$ cat src/hdl/swmf_pkg.sv
// Shared types and constants for the sliding window median filter.
`default_nettype none

package swmf_pkg;

  localparam int PIX_BITS      = 16;
  localparam int WSIZE_BITS    = 3;
  localparam int WIDTH_BITS    = 11;
  localparam int HEIGHT_BITS   = 13;
  localparam int CFG_IDX_BITS  = 2;
  localparam int CFG_DATA_BITS = 13;
  localparam int MAX_HEIGHT    = 4096;

  typedef logic [PIX_BITS-1:0] pixel_t;

  typedef enum logic [CFG_IDX_BITS-1:0] {
    CFG_WINDOW_SIZE  = 2'd0,
    CFG_IMAGE_WIDTH  = 2'd1,
    CFG_IMAGE_HEIGHT = 2'd2
  } cfg_reg_e;

  typedef enum logic {
    OP_PIXEL = 1'b0,
    OP_FLUSH = 1'b1
  } opcode_e;

  typedef struct packed {
    opcode_e opcode;
    pixel_t  pixel_value;
  } in_beat_t;

  typedef struct packed {
    pixel_t median_value;
    logic   row_last;
    logic   frame_last;
  } out_beat_t;

  typedef struct packed {
    logic row_last;
    logic frame_last;
  } tag_t;

endpackage

`default_nettype wire

$ cat src/hdl/swmf_col_cell.sv
// Window column cell: holds one vertical slice and passes it to its neighbor.
`default_nettype none

module swmf_col_cell #(
  parameter int ROWS = 7
) (
  input  wire logic                        clk_i,
  input  wire logic                        shift_i,
  input  wire swmf_pkg::pixel_t [ROWS-1:0] col_i,
  output      swmf_pkg::pixel_t [ROWS-1:0] col_o
);
  import swmf_pkg::*;

  pixel_t [ROWS-1:0] col_q;

  always_ff @(posedge clk_i) begin
    if (shift_i) begin
      col_q <= col_i;
    end
  end

  assign col_o = col_q;

endmodule

`default_nettype wire

$ cat config.mk
export PLATFORM = sky130hd
export DESIGN_NAME = swmf_col_cell
export DESIGN_NICKNAME = d
export VERILOG_FILES = /design/src/hdl/swmf_pkg.sv /design/src/hdl/swmf_col_cell.sv
export SDC_FILE = /design/constraint.sdc
export NUM_CORES = 1
export LEC_CHECK = 0
export BUFFER_PORTS_ARGS = -buffer_cell sky130_fd_sc_hd__buf_4
export CAP_MARGIN = 20
export CORE_UTILIZATION = 30
export DETAILED_ROUTE_END_ITERATION = 10
export MAX_ROUTING_LAYER = met4
export SETUP_SLACK_MARGIN = 0.4
export SYNTH_ARGS = -nofsm -noshare
export SYNTH_HDL_FRONTEND = slang
export SYNTH_SLANG_ARGS = --single-unit
$ cat constraint.sdc
create_clock -name clk_i -period 0.8 [get_ports clk_i]
set_input_delay 0.04 -clock clk_i [delete_from_list [all_inputs] [get_ports clk_i]]
set_output_delay 0.04 -clock clk_i [all_outputs]
set_load 0.02 [all_outputs]
---- Yosys cells after proc, flatten, opt, wreduce, memory -nomap -nowiden ----
Index checks and enable logic that the tools add are counted.
storage, ports and cells
  bits in registers ....................... 112
  bits of input ports ..................... 114
  output and inout bits ................... 112
  logic and storage cells ................. 7

---- Logic depth before layout (Yosys ltp) ----
Gate-level depths: netlist of run 1.
  depth after elaboration ................. 0
  depth in mapped cells ................... 0
  gate-level depth less buffers ........... 0

---- Least setup slack after synthesis of run 1 ----
No wires, ideal clock.
  path type ............................... register -> output
  start point ............................. register col_q, in the netlist col_o[0]
  end point ............................... output port col_o[0] in the netlist's numbering
  arrival time ............................ 449 ps
  data required time ...................... 760 ps
  slack ................................... 311 ps
  stages on the path, launching flop included .. 1
  path buffers ............................ 0
  path through ............................ edfxtp_1
RTL lines
  item                    line                 text
  from (decl)             swmf_col_cell.sv:14  pixel_t [ROWS-1:0] col_q;
  from (signal assigned)  swmf_col_cell.sv:18  col_q <= col_i;
  to (decl)               swmf_col_cell.sv:10  output swmf_pkg::pixel_t [ROWS-1:0] col_o
No word-level cell between the ends.

---- Worst setup path in the final report of run 1 ----
  start point ............................. register col_q, in the netlist col_o[6]
  end point ............................... output port col_o[6] in the netlist's numbering
No word-level cell between the ends.

==> results of run 1 <==
## area by class of cell
cell class / count / area, µm² / share of cell area, %
Timing Repair Buffer: 229 / 2160 / 36.7
Clock inverter: 6 / 58.8 / 0.999
Clock buffer: 10 / 128 / 2.17
Tap cell: 140 / 175 / 2.98
Sequential cell: 112 / 3360 / 57.1
## cells in the mapped netlist
cell type | n | area (µm²)
edfxtp_1 | 112 | 3360
## routing by layer
| layer | wire [µm] | vias up | part of all wire [%] |
|---|---|---|---|
| li1 | - | 935 | - |
| met1 | 2730 | 915 | 36 |
| met2 | 4090 | 127 | 54 |
| met3 | 625 | 10 | 8.3 |
| met4 | 123 | 0 | 1.6 |
| met5 | 0 | - | 0 |
## power breakdown
part           total [µW]  switching (µW)  internal (µW)  leakage, µW
combinational        2110             943           1170      0.00125
sequential           7170             198           6970      0.00110
clock                3220            1790           1440    0.0000917
total               12500            2930           9580      0.00244
## kinds of logic after synthesis
group and share of synthesized area, %:
flip-flops 100
## placed cells by master, fill, tap and decap left out
| master | netlist | final |
|---|---|---|
| buf_12 | 0 | 2 |
| buf_4 | 0 | 116 |
| buf_6 | 0 | 111 |
| bufinv_16 | 0 | 1 |
| clkbuf_1 | 0 | 1 |
| clkbuf_8 | 0 | 9 |
| clkinv_1 | 0 | 2 |
| clkinv_2 | 0 | 1 |
| clkinvlp_4 | 0 | 1 |
| edfxtp_1 | 112 | 112 |
| inv_6 | 0 | 1 |
## stage by stage
stage	power [µW]	setup WS [ps]	hold slack [ps]	cell area, µm²	std cells
after global placement	9070	25.2	218	5280	481
after detailed placement	9100	15.1	219	5280	481
after floorplan	7830	311	139	3360	112
after global routing	13000	-229	-192	5890	497
after CTS	12600	-201	-178	5840	497
final	12500	-162	-158	5890	497
## path summary, 6_finish.rpt
kind                    from         end  slack [ps]  cells after the start
setup / recovery    col_o[6]    col_o[6]        -160                      1
hold / removal    col_i[109]  col_o[109]        -160                      1
## what timing repair did
action / 4_1_cts / 5_1_grt
resized for setup: 100 / 11
endpoints found under the hold margin: 113 / 113
pin swaps: 0 / 0
endpoints found under the setup margin: 112 / 112
==> results.cfg, run 1 <==
[sta]
rsz0062_at_grt = yes
min_period_over_period_pct = 120
period_needed_ps = 962
setup_tns_ps = -15090
timing.final.ws_setup_ps = -162
final-max-slew-violation-count = 0
setup_viol = 112
hold_viol = 113
max_slew_margin_pct = 84.0
max_slew.worst_pin.slew_ps = 241
timing.hold.ws_ps = -158
max_freq_ghz = 1.04

[global_routing]
grt-busiest-layer = met2
overflow = 0
grt.met3_usage_pct = 4.60
grt_max_degree = 46
grt_usage_pct = 13.0
grt_pass1_wl_um = 10300
grt_pass1_vias = 2059
grt_antenna_before_repair = 0
use_met2_pct = 22.1
grt_util_met1_pct = 13.6

[critical_path]
critical-path-max-stage-delay_ps = 420
cp.required_ps = 760
endpoint_kind = output pin
crit_buf_inv = 1
path_class = flip-flop to output pin
path_max_fanout = 1
critical_path_arrival_ps = 920
cp_slowest_cell = edfxtp_1
crit_chain = buf_6
critPathTopFamily = flip-flops
critPathLaunchType = flip-flop

[cells_and_area]
area_delta_synth_final_pct = 75.0
final_util_pct = 54.1
largest_reg_flops = 112
nFillCells = 885
comb.multi_input.count = 0
drive_gt1_share_pct = 67.8
multi_input_area_um2 = 0
nets = 466
diodes = 0

[worst_hold_path]
min_path_type = input pin to flip-flop

[cts]
cts_buffer_depth = 2
cts_tree = built
cts_max_level = 3
cts_setup_buffers = 0
cts-root-buf = clkbuf_8
cts_num_sinks = 112
cts_buffers = 9
path_clk_slew_ps = 100

[drt]
first_iter_violations = 71
drt_first_pass_iters = 4
post-route-drc-count = 0
drt_wl_total_um = 7570
vias = 1987
detail-route-antenna-nets = 0
viasPerCell = 4.00
post_drt_wl_per_cell_um = 15.2

[floorplanning]
dieArea_um2 = 11600
pin_count = 226
die_w_um = 108
start_util_pct = 30.9
coreArea_um2 = 10900
rows = 38
die_y_um = 108

[synthesis]
synth-seq-area-share_pct = 100
avgSynthCellArea_um2 = 30.0
ys_types = 1
syn_inst = 112
ys.warnings.count = 0
synth_area_um2 = 3360
synthesis.nets = 226
synth_seq_cells = 112

[run_status]
violations = negative hold slack, negative setup slack
outcome = complete, but fails checks

[power]
peakVddDrop_uv = 968
powerDensity_nw_per_um2 = 2120
leakage_uw = 0.00244

[job]
cap_violations = 0

[placed_design]
place.gp.congestion = 0.693
portBuffers = 225
Power figures use the tool's default switching activity.
==> run 2, diff against run 1 <==
--- a/config.mk
+++ b/config.mk
@@ -10,6 +10,7 @@
 export CORE_UTILIZATION = 30
 export DETAILED_ROUTE_END_ITERATION = 10
 export MAX_ROUTING_LAYER = met4
+export PLACE_DENSITY = 0.57
 export SETUP_SLACK_MARGIN = 0.4
 export SYNTH_ARGS = -nofsm -noshare
 export SYNTH_HDL_FRONTEND = slang
==> run 2 against run 1 <==
The run still ends with negative hold slack, negative setup slack left. Cell count grew 0.60%. Via count grew 2.6%. Fmax decreased by 1.2%. Power shrank 1.3%. Clock-buffer cell count grew 1.
==> results.cfg, run 2 (synthesized netlist as in run 1, its figures left out) <==
[run_status]
outcome = complete, but fails checks
violations = negative hold slack, negative setup slack

[cells_and_area]
nFillCells = 918
largest_reg_flops = 112
final_util_pct = 54.4
drive_gt1_share_pct = 68.1
comb.multi_input.count = 0
area_delta_synth_final_pct = 76.3
nets = 469
diodes = 0
layout_common_cells = buf_4 (115), buf_6 (114), edfxtp_1 (112), clkbuf_8 (9), inv_6 (3)
instances_no_fill = 500
layout_commonest_cell = buf_4
multi_input_area_um2 = 0
seqCellArea_um2 = 3360

[cts]
cts-root-buf = clkbuf_8
cts_buffer_depth = 2
cts_setup_buffers = 0
path_clk_slew_ps = 110
cts_buffers = 9
cts_tree = built
cts_max_level = 3
cts_num_sinks = 112

[worst_hold_path]
whs_path_depth = 1
worstHoldStart = col_i[91]
min_path_type = input pin to flip-flop
hold_end = col_o[91]

[drt]
detail-route-antenna-nets = 0
drt_first_pass_iters = 3
post_drt_wl_per_cell_um = 15.1
drt_wl_total_um = 7530
post-route-drc-count = 0
viasPerCell = 4.08
vias = 2038
first_iter_violations = 46

[critical_path]
crit_chain = buf_6
critical-path-max-stage-delay_ps = 420
endpoint_kind = output pin
path_max_fanout = 1
cp.required_ps = 760
critPathTopFamily = flip-flops
crit_buf_inv = 1
critPathLaunchType = flip-flop
path_class = flip-flop to output pin
cp_slowest_cell = edfxtp_1
critical_path_arrival_ps = 930

[global_routing]
grt_antenna_before_repair = 0
grt_max_degree = 40
grt_pass1_wl_um = 10600
grt_pass1_vias = 2073
grt_usage_pct = 13.1
overflow = 0

[floorplanning]
start_util_pct = 30.9
rows = 38
die_w_um = 108
dieArea_um2 = 11600
coreArea_um2 = 10900
die_y_um = 108
pin_count = 226

[sta]
rsz0062_at_grt = yes
period_needed_ps = 974
max_slew_margin_pct = 87.5
timing.hold.ws_ps = -162
setup_viol = 112
min_period_over_period_pct = 122
hold_viol = 112
final-max-slew-violation-count = 0
timing.final.ws_setup_ps = -174
max_slew.worst_pin.slew_ps = 187
max_freq_ghz = 1.03

[power]
peakVddDrop_uv = 897
leakage_uw = 0.00246
powerDensity_nw_per_um2 = 2080

[placed_design]
dp_cells = 483
place.gp.congestion = 0.695
dp_slack_ps = 7.13
portBuffers = 225

[job]
cap_violations = 0
[run 2: changes by cell type in the layout (fill, tap and decap cells not counted), sizes merged]
cell      change
buf           +2
clkbuf        +2
inv           +2
bufinv        -1
clkinv        -1
clkinvlp      -1
[run 2: layout make-up]
cell class	instances	area share [%]
Sequential cell	112	56.7
Timing Repair Buffer	232	37.4
Tap cell	140	2.95
Clock buffer	11	2.22
Clock inverter	5	0.654
[run 2: stage by stage]
step	hold slack, ps	power, µW	setup TNS [ps]	area [µm²]
2_1_floorplan	139	7830	0	3360
3_3_place_gp	218	9070	0	5300
3_5_place_dp	219	9100	0	5300
4_1_cts	-187	12400	-19120	5850
5_1_grt	-190	12800	-20870	5930
6_report	-162	12300	-15790	5930
[run 2: routing by layer]
| metal | GRT usage, % | vias to the layer above | part of all wire (%) |
|---|---|---|---|
| li1 | - | 941 | - |
| met1 | 13.4 | 964 | 35 |
| met2 | 22.9 | 118 | 55 |
| met3 | 3.63 | 15 | 7.9 |
| met4 | 6.65 | 0 | 2.4 |
| met5 | - | - | 0 |
[run 2: worst max-delay path by stage]
stage                    from         to  slack (ps)  cells past startpoint
finish              col_o[41]  col_o[41]        -170                      1
global route        col_o[90]  col_o[90]        -220                      1
CTS                 col_o[89]  col_o[89]        -210                      1
detailed placement    shift_i  col_o[20]           7                      2
global placement      shift_i  col_o[72]          30                      2
floorplan            col_o[0]   col_o[0]         310                      0
[run 2: report_power, final]
group	internal (µW)	switching [µW]	leakage, µW
Combinational	1190	945	0.00128
Clock	1170	1850	0.0000864
Sequential	6980	208	0.00110
[run 2: what timing repair did]
action                                  CTS  global route
endpoints found under the hold margin   112           112
endpoints found under the setup margin  112           133
resized for setup                       103            12
pin swaps                                 0             0
gates cloned                              0             1
==> run 3, diff against run 2 <==
--- a/config.mk
+++ b/config.mk
@@ -11,7 +11,6 @@
 export DETAILED_ROUTE_END_ITERATION = 10
 export MAX_ROUTING_LAYER = met4
 export PLACE_DENSITY = 0.57
-export SETUP_SLACK_MARGIN = 0.4
 export SYNTH_ARGS = -nofsm -noshare
 export SYNTH_HDL_FRONTEND = slang
 export SYNTH_SLANG_ARGS = --single-unit
==> run 3 against run 2 <==
The run now fails in clock tree synthesis. Area after synthesis stayed put. Synthesized cell count unchanged.
==> results.cfg, run 3 <==
[synthesis]
yosysMostFrequentCell = edfxtp_1
yosysTopAreaCellShare_pct = 100
yosys-top-cells-area = edfxtp_1 (100%)
synth_flop_cell = edfxtp_1
syn_inst = 112
synth-seq-area-share_pct = 100
avgSynthCellArea_um2 = 30.0
synth_seq_cells = 112
synthesis.nets = 226
synth_area_um2 = 3360
ys_types = 1
yosys.area.top_type = edfxtp_1
synth_edf_count = 112
synth_async_sr_flop_share_pct = 0
netlist_top_cells_count = edfxtp_1 (112)
ys.warnings.count = 0

[floorplanning]
die_w_um = 108
pin_count = 226
rows = 38
start_util_pct = 30.9
die_y_um = 108

[cts]
cts_buffer_depth = 2
cts_resized = 103
postCtsHoldBufs = 101
cts_setup_buffers = 0
cts_num_sinks = 112
cts-root-buf = clkbuf_8
cts_max_level = 3
cts_buffers = 9

[run_status]
stop_stage = clock tree synthesis
outcome = did not finish
toolErrorMsg = [ERROR RSZ-0060] Max buffer count reached.

[placed_design]
place.gp.congestion = 0.695
portBuffers = 225
[run 3: cell families after synthesis]
| logic type | share of synthesized area (%) |
|---|---|
| flops | 100 |
[run 3: through the flow]
step | util (%) | cells | setup WS, ps | area, µm²
floorplan | - | 112 | 311 | 3360
global placement | 48.7 | 483 | 34.1 | 5300
detailed placement | 48.7 | 483 | 7.13 | 5300
==> run 4, diff against run 3 <==
--- a/config.mk
+++ b/config.mk
@@ -7,10 +7,9 @@
 export LEC_CHECK = 0
 export BUFFER_PORTS_ARGS = -buffer_cell sky130_fd_sc_hd__buf_4
 export CAP_MARGIN = 20
-export CORE_UTILIZATION = 30
+export CORE_UTILIZATION = 20
 export DETAILED_ROUTE_END_ITERATION = 10
-export MAX_ROUTING_LAYER = met4
-export PLACE_DENSITY = 0.57
+export PLACE_DENSITY_LB_ADDON = 0.15
 export SYNTH_ARGS = -nofsm -noshare
 export SYNTH_HDL_FRONTEND = slang
 export SYNTH_SLANG_ARGS = --single-unit
==> run 4 against run 3 <==
The flow now finishes, with violations (negative setup slack).
==> results.cfg, run 4 (synthesized netlist as in run 1, its figures left out) <==
[run_status]
outcome = complete, but fails checks
violations = negative setup slack

[critical_path]
critical_path_arrival_ps = 910
critPathTopFamily = flip-flops
crit_buf_inv = 1
path_max_fanout = 1
cp.required_ps = 760
endpoint_kind = output pin
critPathLaunchType = flip-flop
path_class = flip-flop to output pin
crit_chain = buf_6
cp_slowest_cell = edfxtp_1
critical-path-max-stage-delay_ps = 410

[sta]
max_slew_margin_pct = 79.8
min_period_over_period_pct = 119
setup_tns_ps = -13270
rsz0062_at_grt = yes
max_slew.worst_pin.slew_ps = 303
setup_viol = 112
period_needed_ps = 955
timing.final.ws_setup_ps = -155
final-max-slew-violation-count = 0
max_freq_ghz = 1.05
hold_viol = 0
timing.hold.ws_ps = 89.4

[cells_and_area]
instances_no_fill = 696
layout_common_cells = buf_4 (119), edfxtp_1 (112), dlygate4sd3_1 (112), buf_6 (112), clkbuf_16 (9)
area_delta_synth_final_pct = 117
layout_commonest_cell = buf_4
nFillCells = 1462
drive_gt1_share_pct = 52.1
largest_reg_flops = 112
diodes = 0
nets = 585
multi_input_area_um2 = 0
seqCellArea_um2 = 3360
comb.multi_input.count = 0

[drt]
post_drt_wl_per_cell_um = 13.4
drt_first_pass_iters = 3
detail-route-antenna-nets = 0
vias = 2507
viasPerCell = 3.60
first_iter_violations = 40
post-route-drc-count = 0
drt_wl_total_um = 9310

[placed_design]
hpwl_um = 6270
place.gp.congestion = 0.684
dp_slack_ps = -10.8
portBuffers = 225
dp_cells = 568

[global_routing]
grt_antenna_before_repair = 0
grt_usage_pct = 11.0
grt_pass1_vias = 2790
grt_max_degree = 56
overflow = 0
grt_pass1_wl_um = 14000

[cts]
cts_buffers = 9
cts_num_sinks = 112
cts_max_level = 3
path_clk_slew_ps = 70
cts_tree = built
cts-root-buf = clkbuf_16
cts_buffer_depth = 2
cts_setup_buffers = 0

[power]
p_total_uw = 14200
swShare_pct = 22.8
peakVddDrop_uv = 1240
powerDensity_nw_per_um2 = 1950
switchingPower_uw = 3250
p_comb_share_pct = 18.5
seq_power_share_pct = 50.6
leakage_uw = 0.00300
internal_power_uw = 11000
p_clk_share_pct = 31.0

[floorplanning]
dieArea_um2 = 17300
die_y_um = 132
start_util_pct = 20.4
pin_count = 226
rows = 47
coreArea_um2 = 16500
die_w_um = 132

[worst_hold_path]
min_path_type = input pin to flip-flop

[job]
cap_violations = 0
-- run 4: per-layer routing --
metal | global-route usage (%) | part of all wire, % | routed length (µm) | vias up
li1 | - | - | - | 1171
met2 | 18.5 | 51 | 4700 | 139
met3 | 6.64 | 12 | 1100 | 10
met5 | 0 | 0 | 0 | -
met4 | 4.65 | 1.7 | 160 | 0
met1 | 10.8 | 36 | 3340 | 1187
-- run 4: path summary, 6_finish.rpt --
path | start | end | cells after the start
max | col_o[66] | col_o[66] | 1
min | shift_i | col_o[71] | 2
-- run 4: through the flow --
stage / utilization [%] / instance area (µm²)
floorplan: - / 3360
global placement: 33.1 / 5470
detailed placement: 33.1 / 5470
CTS: 44.1 / 7280
global route: 44.2 / 7300
finish: 44.2 / 7300
-- run 4: power by group through the flow --
stage,clock network (µW),registers [µW],logic (µW)
global route,4750,7240,2750
finish,4400,7190,2630
CTS,4590,7190,2630
detailed placement,0,7230,1930
global placement,0,7220,1930
floorplan,0,7830,0
-- run 4: layout make-up --
type / count / share of cell area, %
repair buffers: 348 / 46.2
flip-flops and latches: 112 / 46.1
well taps: 220 / 3.77
clock buffers: 11 / 3.19
clock inverters: 5 / 0.754
-- run 4: what timing repair did --
action | in CTS | in global routing
setup endpoints to repair | 112 | 112
gates resized for setup | 107 | 5
hold endpoints to repair | 112 | 0
hold buffers | 112 | 0
